## src/hdl/apq_pkg.sv

```systemverilog
// Shared types and constants for the aging priority queue.
// No dependencies; imported by apq_ctrl, apq_dpath and aging_priority_queue.
package apq_pkg;

    localparam int APQ_DEPTH = 16;

    localparam logic [15:0] MAX_ID_RST  = 16'hFFFF;
    localparam logic [7:0]  MAX_PRI_RST = 8'hFF;

    // operation codes
    localparam logic OP_INSERT   = 1'b0;
    localparam logic OP_RETRIEVE = 1'b1;

    // config register indexes
    localparam logic CFG_MAX_ID  = 1'b0;
    localparam logic CFG_MAX_PRI = 1'b1;

    // result status codes
    localparam logic [1:0] ST_OK    = 2'd0;
    localparam logic [1:0] ST_FULL  = 2'd1;
    localparam logic [1:0] ST_EMPTY = 2'd2;
    localparam logic [1:0] ST_BAD   = 2'd3;

    typedef enum logic {
        S_IDLE,
        S_EXEC
    } t_apq_state;

    // controller -> datapath commands
    typedef struct packed {
        logic load;   // capture the input word
        logic exec;   // run the operation, load the result register
    } t_apq_cmd;

endpackage

```

## src/hdl/aging_priority_queue.sv

```systemverilog
// Aging priority queue, top level. An accepted word is captured, then executed
// into the result register; execution waits while a stalled result is held.
// A word is taken only once the last has executed (capture, then one parallel
// update of the sorted cell array); a capture does not wait for a pending result.
// Reset (i_rst_n low, synchronous): queue empty, id limit 65535, priority limit
// 255, no result pending. Cell contents are not cleared.
module aging_priority_queue #(
    parameter int DEPTH = apq_pkg::APQ_DEPTH,
    parameter int CW    = $clog2(DEPTH + 1)
) (
    input  logic          i_clk,
    input  logic          i_rst_n,
    // config write port
    input  logic          i_cfg_we,
    input  logic          i_cfg_index,
    input  logic [15:0]   i_cfg_data,
    // input words
    input  logic          i_in_valid,
    output logic          o_in_stall,
    input  logic          i_func,
    input  logic [15:0]   i_item_id,
    input  logic [7:0]    i_item_priority,
    // result words
    output logic          o_out_valid,
    input  logic          i_out_stall,
    output logic [15:0]   o_out_id,
    output logic [1:0]    o_status,
    output logic [CW-1:0] o_occupancy
);
    import apq_pkg::*;

    t_apq_cmd cmd;

    // Controller: two-state sequencer (capture, execute) and output valid.
    apq_ctrl u_ctrl (
        .i_clk       (i_clk),
        .i_rst_n     (i_rst_n),
        .i_in_valid  (i_in_valid),
        .o_in_stall  (o_in_stall),
        .o_out_valid (o_out_valid),
        .i_out_stall (i_out_stall),
        .o_cmd       (cmd)
    );

    // Datapath: entries are kept sorted by priority in a row of cells, head in
    // cell 0. Insert shifts back every cell with a larger priority in one parallel update;
    // retrieve shifts all cells forward and ages them in the same cycle.
    apq_dpath #(
        .DEPTH (DEPTH),
        .CW    (CW)
    ) u_dpath (
        .i_clk           (i_clk),
        .i_rst_n         (i_rst_n),
        .i_cmd           (cmd),
        .i_cfg_we        (i_cfg_we),
        .i_cfg_index     (i_cfg_index),
        .i_cfg_data      (i_cfg_data),
        .i_func          (i_func),
        .i_item_id       (i_item_id),
        .i_item_priority (i_item_priority),
        .o_out_id        (o_out_id),
        .o_status        (o_status),
        .o_occupancy     (o_occupancy)
    );

    // A capture is always followed by a stalled execute cycle.
    a_capture_then_busy: assert property (@(posedge i_clk) disable iff (!i_rst_n)
        (i_in_valid && !o_in_stall) |=> o_in_stall)
        else $error("input not stalled after capture");

    // A new result only appears out of the execute cycle.
    a_result_from_exec: assert property (@(posedge i_clk) disable iff (!i_rst_n)
        $rose(o_out_valid) |-> $past(o_in_stall))
        else $error("result without execute");

    // Occupancy never exceeds the queue depth.
    a_occ_bound: assert property (@(posedge i_clk) disable iff (!i_rst_n)
        o_out_valid |-> (o_occupancy <= CW'(DEPTH)))
        else $error("occupancy above depth");

    // Only a successful operation may return a nonzero id.
    a_id_zero_on_error: assert property (@(posedge i_clk) disable iff (!i_rst_n)
        (o_out_valid && o_status != ST_OK) |-> (o_out_id == 16'd0))
        else $error("nonzero id on rejected operation");

endmodule

```

## src/hdl/apq_ctrl.sv

```systemverilog
// Controller for the aging priority queue: input handshake, sequencing and
// output valid. Depends on apq_pkg.
module apq_ctrl (
    input  logic              i_clk,
    input  logic              i_rst_n,
    input  logic              i_in_valid,
    output logic              o_in_stall,
    output logic              o_out_valid,
    input  logic              i_out_stall,
    output apq_pkg::t_apq_cmd o_cmd
);
    import apq_pkg::*;

    t_apq_state r_state, n_state;
    logic       r_out_valid, n_out_valid;

    always_ff @(posedge i_clk) begin
        if (!i_rst_n) begin
            r_state     <= S_IDLE;
            r_out_valid <= 1'b0;
        end else begin
            r_state     <= n_state;
            r_out_valid <= n_out_valid;
        end
    end

    always_comb begin
        n_state     = r_state;
        o_cmd       = '0;
        o_in_stall  = 1'b1;
        n_out_valid = r_out_valid && i_out_stall;
        unique case (r_state)
            S_IDLE: begin
                o_in_stall = 1'b0;
                if (i_in_valid) begin
                    o_cmd.load = 1'b1;
                    n_state    = S_EXEC;
                end
            end
            S_EXEC: begin
                // result slot is free or being emptied this cycle
                if (!r_out_valid || !i_out_stall) begin
                    o_cmd.exec  = 1'b1;
                    n_out_valid = 1'b1;
                    n_state     = S_IDLE;
                end
            end
            default: n_state = S_IDLE;
        endcase
    end

    assign o_out_valid = r_out_valid;

endmodule

```

## src/hdl/apq_dpath.sv

```systemverilog
// Datapath for the aging priority queue: config registers, sorted cell array
// with parallel insert/shift/aging, and result register. Depends on apq_pkg.
module apq_dpath #(
    parameter int DEPTH = apq_pkg::APQ_DEPTH,
    parameter int CW    = $clog2(DEPTH + 1)
) (
    input  logic              i_clk,
    input  logic              i_rst_n,
    input  apq_pkg::t_apq_cmd i_cmd,
    input  logic              i_cfg_we,
    input  logic              i_cfg_index,
    input  logic [15:0]       i_cfg_data,
    input  logic              i_func,
    input  logic [15:0]       i_item_id,
    input  logic [7:0]        i_item_priority,
    output logic [15:0]       o_out_id,
    output logic [1:0]        o_status,
    output logic [CW-1:0]     o_occupancy
);
    import apq_pkg::*;

    logic [15:0]   r_max_id;
    logic [7:0]    r_max_pri;
    logic [CW-1:0] r_count, n_count;

    logic          r_op;
    logic [15:0]   r_id;
    logic [7:0]    r_pri;

    logic [15:0]   r_cell_id  [DEPTH];
    logic [7:0]    r_cell_pri [DEPTH];
    logic [15:0]   n_cell_id  [DEPTH];
    logic [7:0]    n_cell_pri [DEPTH];
    logic [DEPTH-1:0] gt;

    logic [15:0]   r_res_id, n_res_id;
    logic [1:0]    r_res_st, n_res_st;
    logic [CW-1:0] r_res_occ;

    logic bad, full, do_ins, do_ret;

    // config and control state
    always_ff @(posedge i_clk) begin
        if (!i_rst_n) begin
            r_max_id  <= MAX_ID_RST;
            r_max_pri <= MAX_PRI_RST;
            r_count   <= '0;
        end else begin
            if (i_cfg_we) begin
                unique case (i_cfg_index)
                    CFG_MAX_ID:  r_max_id  <= i_cfg_data;
                    CFG_MAX_PRI: r_max_pri <= i_cfg_data[7:0];
                    default: ;
                endcase
            end
            r_count <= n_count;
        end
    end

    // payload registers
    always_ff @(posedge i_clk) begin
        if (i_cmd.load) begin
            r_op  <= i_func;
            r_id  <= i_item_id;
            r_pri <= i_item_priority;
        end
        for (int i = 0; i < DEPTH; i++) begin
            r_cell_id[i]  <= n_cell_id[i];
            r_cell_pri[i] <= n_cell_pri[i];
        end
        if (i_cmd.exec) begin
            r_res_id  <= n_res_id;
            r_res_st  <= n_res_st;
            r_res_occ <= n_count;
        end
    end

    assign bad  = (r_id > r_max_id) || (r_pri == 8'd0) || (r_pri > r_max_pri);
    assign full = (r_count == CW'(DEPTH));

    always_comb begin
        // cells holding a larger priority than the new one move back a slot
        for (int i = 0; i < DEPTH; i++) begin
            gt[i] = (CW'(i) < r_count) && (r_cell_pri[i] > r_pri);
        end

        do_ins   = 1'b0;
        do_ret   = 1'b0;
        n_res_id = '0;
        n_res_st = ST_OK;
        n_count  = r_count;
        if (i_cmd.exec) begin
            if (r_op == OP_INSERT) begin
                if (bad)       n_res_st = ST_BAD;
                else if (full) n_res_st = ST_FULL;
                else begin
                    do_ins  = 1'b1;
                    n_count = r_count + CW'(1);
                end
            end else begin
                if (r_count == '0) n_res_st = ST_EMPTY;
                else begin
                    do_ret   = 1'b1;
                    n_res_id = r_cell_id[0];
                    n_count  = r_count - CW'(1);
                end
            end
        end

        for (int i = 0; i < DEPTH; i++) begin
            n_cell_id[i]  = r_cell_id[i];
            n_cell_pri[i] = r_cell_pri[i];
        end

        if (do_ins) begin
            if (gt[0] || r_count == '0) begin
                n_cell_id[0]  = r_id;
                n_cell_pri[0] = r_pri;
            end
            for (int i = 1; i < DEPTH; i++) begin
                if (gt[i-1]) begin
                    n_cell_id[i]  = r_cell_id[i-1];
                    n_cell_pri[i] = r_cell_pri[i-1];
                end else if (gt[i] || CW'(i) == r_count) begin
                    n_cell_id[i]  = r_id;
                    n_cell_pri[i] = r_pri;
                end
            end
        end else if (do_ret) begin
            // pop head, shift up, age each entry (floor 1); order is kept
            for (int i = 0; i < DEPTH - 1; i++) begin
                n_cell_id[i]  = r_cell_id[i+1];
                n_cell_pri[i] = (r_cell_pri[i+1] > 8'd1) ? r_cell_pri[i+1] - 8'd1
                                                         : r_cell_pri[i+1];
            end
        end
    end

    assign o_out_id    = r_res_id;
    assign o_status    = r_res_st;
    assign o_occupancy = r_res_occ;

endmodule

```

## config.mk

```make
export PLATFORM = sky130hd
export DESIGN_NAME = aging_priority_queue
export DESIGN_NICKNAME = d
export VERILOG_FILES = /design/src/hdl/apq_pkg.sv /design/src/hdl/aging_priority_queue.sv /design/src/hdl/apq_ctrl.sv /design/src/hdl/apq_dpath.sv
export SDC_FILE = /design/constraint.sdc
export NUM_CORES = 1
export LEC_CHECK = 0
export BUFFER_PORTS_ARGS = -buffer_cell sky130_fd_sc_hd__buf_2
export CAP_MARGIN = 25
export CORE_ASPECT_RATIO = 1.25
export CORE_MARGIN = 3
export CORE_UTILIZATION = 58
export DETAILED_ROUTE_END_ITERATION = 8
export GPL_ROUTABILITY_DRIVEN = 0
export GPL_TIMING_DRIVEN = 0
export PLACE_DENSITY = 0.78
export SLEW_MARGIN = 25
export SYNTH_ARGS = -nofsm -noshare
export SYNTH_HDL_FRONTEND = slang
export SYNTH_SLANG_ARGS = --single-unit
```

## constraint.sdc

```tcl
create_clock -name i_clk -period 4.9 [get_ports i_clk]
set_clock_uncertainty 0.15 [all_clocks]
set_input_delay 0.98 -clock i_clk [delete_from_list [all_inputs] [get_ports i_clk]]
set_output_delay 0.98 -clock i_clk [all_outputs]
set_load 0.05 [all_outputs]
```

---- Word level (Yosys, flattened, before mapping) ----
Memory sizes are Yosys's and may differ from the RTL's.
Index checks and enable logic that the tools add are counted.
Widths: inputs -> output; s select.
operators by class
  bitwise gates (word level) .............. 3
  equality and inequality tests ........... 16
  multiplexer cells ....................... 108
  add/sub/neg operators ................... 17
  magnitude comparators ................... 49
  reduce and logical (&&, ||, !) cells .... 43
operators by type and width
  cell                 number
  $mux 16              32
  $mux 240             2
  $mux 8               47
  $mux 120             2
  $gt 8x8->1           17
  $gt 8x1->1 const B   15
  $sub 8x1->8 const B  15
  $eq 4x5->1 const A   8
  $lt 4x5->1 const A   8
  $mux 5               5
  $eq 3x5->1 const A   4
  $lt 3x5->1 const A   4
  $logic_or 1x1->1     19
  $logic_and 1x1->1    17
  $gt 16x16->1         1
  $mux 1               16
  $eq 2x5->1 const A   2
  $lt 1x5->1 const A   2
  $lt 2x5->1 const A   2
  $logic_not 8->1      1
  $mux 2               3
  $add 5x1->5 const B  1
  $eq 1x5->1 const A   1
  $eq 5x5->1 const B   1
  other kinds (7)      11
word-level totals
  bits in registers ....................... 79
  output and inout bits ................... 25
  memories kept ........................... 2
  bits of input ports ..................... 47
  RAM bits ................................ 384
  word-level logic and storage cells ...... 249
memories
  memory              words  bits a word  read ports  clocked after memory_dff  write ports  RTL line         text
  u_dpath.r_cell_id   16     16           16          0                         16           apq_dpath.sv:30  logic [15:0] r_cell_id [DEPTH];
  u_dpath.r_cell_pri  16     8            16          0                         16           apq_dpath.sv:31  logic [7:0] r_cell_pri [DEPTH];

---- Logic depth before layout (Yosys ltp) ----
  depth after elaboration ................. 7
  depth in mapped cells ................... 13
  depth with buffers taken out ............ 9

---- Cells and area by module ----
A second synthesis with hierarchy kept.
unflattened totals
  cell total of the unflattened synthesis .. 2669
  area, all modules ....................... 28584.9 um^2
modules (own cells, without submodules)
  module     instances  area each (um^2)  cells each  seq. area each (um^2)
  apq_dpath  1          28506.1           2661        13553.0
  apq_ctrl   1          78.8              8           40.0

---- Worst setup path after synthesis ----
OpenSTA, ideal clock, no wires.
  kind .................................... flip-flop to flip-flop
  start point ............................. register, netlist name u_dpath.r_id[14]
  end point ............................... memory u_dpath.r_cell_id[15][0], in the netlist u_dpath.r_cell_id[1][112], enable pin
  data required time ...................... 4308 ps
  path slack .............................. -21 ps
  arrival ................................. 4329 ps
  buffers on the path ..................... 3
  library setup time ...................... 442 ps
  period minus slack after synthesis ...... 4921 ps
  cell stages (with the launch flop) ...... 11
  cell sequence ........................... edfxtp_1 -> ha_1 -> a21oi_1 -> nand2_1 -> a221oi_1 -> or3b_1 -> a211o_1 -> buf_2 -> buf_6 -> clkbuf_1 -> a211oi_1
RTL lines
  what              RTL line
  end: declaration  apq_dpath.sv:30

==> results.py <==
metrics = {
    "cts": {
        "cts_hold_buf": 0,
        "insertion_delay_ps": 620,
        "cts_made_buffers": 47,
        "cts_sinks": 463,
        "clk_pin_slew_worst_paths_ps": 70,
        "cts_tree": "done",
        "clockBufferDepth": 3,
        "h-tree-depth": 2,
        "cts-root-buf": "clkbuf_16",
    },
    "outcome": {
        "outcome": "complete, no violations",
    },
    "worst_hold_path": {
        "holdPathStages": 2,
        "hold-path-endpoint": "u_dpath.r_max_id[3]",
        "worstHoldPathType": "flop to flop",
        "hp-start": "u_dpath.r_max_id[3]",
    },
    "worst_setup_path": {
        "crit_path_cell_trace": "ha_1 -> a21oi_1 -> o21ai_0 -> a221oi_1 -> or3b_1 -> a211oi_4 -> nor2_1 -> clkbuf_2 -> nor2_2",
        "cp_top_family": "simple AND/OR/NAND/NOR gates",
        "cpPeakStageDelay_ps": 730,
        "worstPathMaxFanout": 12,
        "path_class": "flop to flop",
        "cp_slowest_cell": "edfxtp_1",
        "end_kind": "flop",
        "worstSetupPathDepth": 9,
        "start_kind": "flop",
        "r2r-end": "u_dpath.r_cell_id[1][40]",
        "cp.required_ps": 5000,
        "reg2reg_depth": 9,
        "r2r-start": "u_dpath.r_id[7]",
        "arrival_ps": 4890,
        "ff2ff_setup_slack_ps": 110,
        "crit_buf_inv": 1,
        "critical_path.startpoint": "u_dpath.r_id[7]",
    },
    "timing": {
        "hold_viol_final": 0,
        "slew_viol_final": 0,
        "fmax_ghz": 0.209,
        "relSlewSlack": 0.235,
        "fin_hold_ws_ps": 357,
        "rsz0062_at_grt": "no",
        "period_needed_ps": 4790,
        "setup_tns_ps": 0,
        "fin_crit_sh": 0.978,
        "worst_slack_ps": 108,
        "setup-violations-final": 0,
        "tightest_slew_ps": 1150,
    },
    "placed_design": {
        "placed_cells": 3424,
        "postPlaceCellArea_sq_um": 30100,
        "post-place-ws_ps": -200,
        "hpwl_mm": 64.2,
        "port-buffer-count": 70,
    },
    "logic_synthesis": {
        "synth_cell_types": 51,
        "yosysWarnings": 0,
        "ys.flop_type": "edfxtp_1",
        "ys_async_sr_fraction": 0,
        "synth-edff-count": 432,
        "ys_seq_area_frac": 0.480,
        "synth_area_sq_um": 28300,
        "synth_cells": 2700,
        "synth-seq-cells": 463,
        "synth_nets": 2934,
        "syn_area_per_cell_sq_um": 10.5,
    },
    "global_route": {
        "gr-usage-all-layers": 0.339,
        "antenna_found_initial": 3,
        "grt_max_degree": 28,
        "first_global_vias": 23900,
        "grt_pass1_wl_mm": 135,
        "grt_overflow": 0,
    },
    "route": {
        "drt_iter0_drc": 2618,
        "via_per_inst": 6.66,
        "vias": 23600,
        "drt_wl_total_mm": 89.9,
        "wl_per_cell_microns": 25.4,
        "dr.pass1.iters": 6,
        "route.detailed.drc": 0,
        "route.antenna.remaining_nets": 0,
    },
    "cells_and_area": {
        "drive_above_1_share": 0.105,
        "num_antenna_cells": 0,
        "stdcell_area_sq_um": 32000,
        "nFillCells": 3650,
        "layout_commonest_cell": "edfxtp_1",
        "syn_to_final_growth_pct": 13.0,
        "final_nets": 3102,
        "final_cell_mix": "edfxtp_1 (432), nand2_1 (369), mux2i_1 (353)",
        "fin_cells": 3544,
        "utilization": 0.671,
    },
    "floorplanning": {
        "coreArea_sq_um": 47700,
        "dieHeight_microns": 253,
        "start_util": 0.594,
        "die_w_microns": 204,
        "rows": 89,
        "dieArea_sq_um": 51500,
        "pin_count": 72,
    },
    "power": {
        "power_density_nw_per_um2": 326,
        "peakVddDrop_mv": 0.362,
        "p_leak_nw": 12.2,
        "finalPower_mw": 10.4,
    },
    "job": {
        "maxCapViolCount": 0,
    },
}
-- cell usage after synthesis, drive strengths merged (9+ instances only) --
master	instances	area, sq um
nor4b	13	114
a21oi	126	631
inv	79	297
nor3	31	155
o211ai	29	218
ha	187	2340
a211oi	20	160
and2	20	125
nand2b	20	125
xnor2	51	447
nand3	35	175
xor2	31	272
edfxtp	432	13000
a31oi	9	56.3
nand2	370	1390
mux2	15	169
nor2b	27	169
mux2i	353	3530
nand4	20	125
o21ai	335	1680
or3	39	244
clkbuf	97	364
a21o	30	225
buf	66	329
o21bai	9	67.6
o21a	25	188
or4	12	90.1
dfxtp	31	621
nor4	36	225
nor2	109	409
-- layer usage --
| layer | up-vias | GRT usage | wire (microns) |
|---|---|---|---|
| met5 | - | 0 | 20 |
| met2 | 1460 | 0.562 | 42500 |
| met4 | 4 | 0.233 | 6850 |
| met3 | 425 | 0.0612 | 8560 |
| met1 | 11400 | 0.402 | 32000 |
| li1 | 10300 | - | - |
-- flip-flops by register name (all words and copies together), names as in the netlist --
| register | count |
|---|---|
| u_dpath.o_occupancy | 5 |
| u_dpath.o_status | 2 |
| u_dpath.r_count | 5 |
| u_dpath.r_cell_id | 256 |
| u_dpath.r_pri | 8 |
| u_ctrl.r_state | 1 |
| u_dpath.o_out_id | 16 |
| u_dpath.r_op | 1 |
| u_dpath.r_id | 16 |
| u_dpath.r_max_pri | 8 |
| u_dpath.r_max_id | 16 |
| u_dpath.r_cell_pri | 128 |
| u_ctrl.o_out_valid | 1 |
-- layout make-up --
class                      count  area [sq um]  area share
sequential                   463         13600       0.425
clock buffer                  58          1240      0.0387
multi-input combinational   1997         14000       0.437
timing repair buffer         117           986      0.0308
buffer                       163           699      0.0219
clock inverter                30           372      0.0116
inverter                      79           312     0.00974
tap                          637           797      0.0249
-- kinds of logic (layout without fill, tap and decap cells) --
logic type      count (synthesis)  count (layout)  share of synthesized area
simple gates                  752             754                      0.124
mux                           368             368                      0.131
buf+inv                       242             447                     0.0350
flops                         463             463                      0.480
fa+ha+maj                     187             187                     0.0827
xor+xnor                       82              82                     0.0254
compound gates                606             606                      0.122
-- where the power goes --
part,internal [mW],switching (mW),total (mW)
clock,2.18,1.66,3.85
sequential,4.65,0.245,4.90
combinational,0.597,1.07,1.67
-- how the worst max path moves through the flow --
stage / end
after CTS: u_dpath.r_cell_id[0][32]
after global placement: u_dpath.r_cell_id[1][89]
after global routing: u_dpath.r_cell_id[0][17]
after floorplan: u_dpath.r_cell_id[1][80]
after detailed placement: u_dpath.r_cell_id[0][74]
final: u_dpath.r_cell_id[1][40]
-- timing repair --
item,in CTS,in global routing
gates cloned,0,2
endpoints found under the setup margin,168,439
setup buffers,14,16
pin swaps,0,7
gates resized for setup,6,9
-- worst reg2reg max path, stage by stage (launching register included) --
cell      delay [ps]
edfxtp_1         730
ha_1             360
a21oi_1          130
o21ai_0          100
a221oi_1         260
or3b_1           560
a211oi_4         530
nor2_1           330
clkbuf_2         540
nor2_2           730
Power figures use the tool's default switching activity.
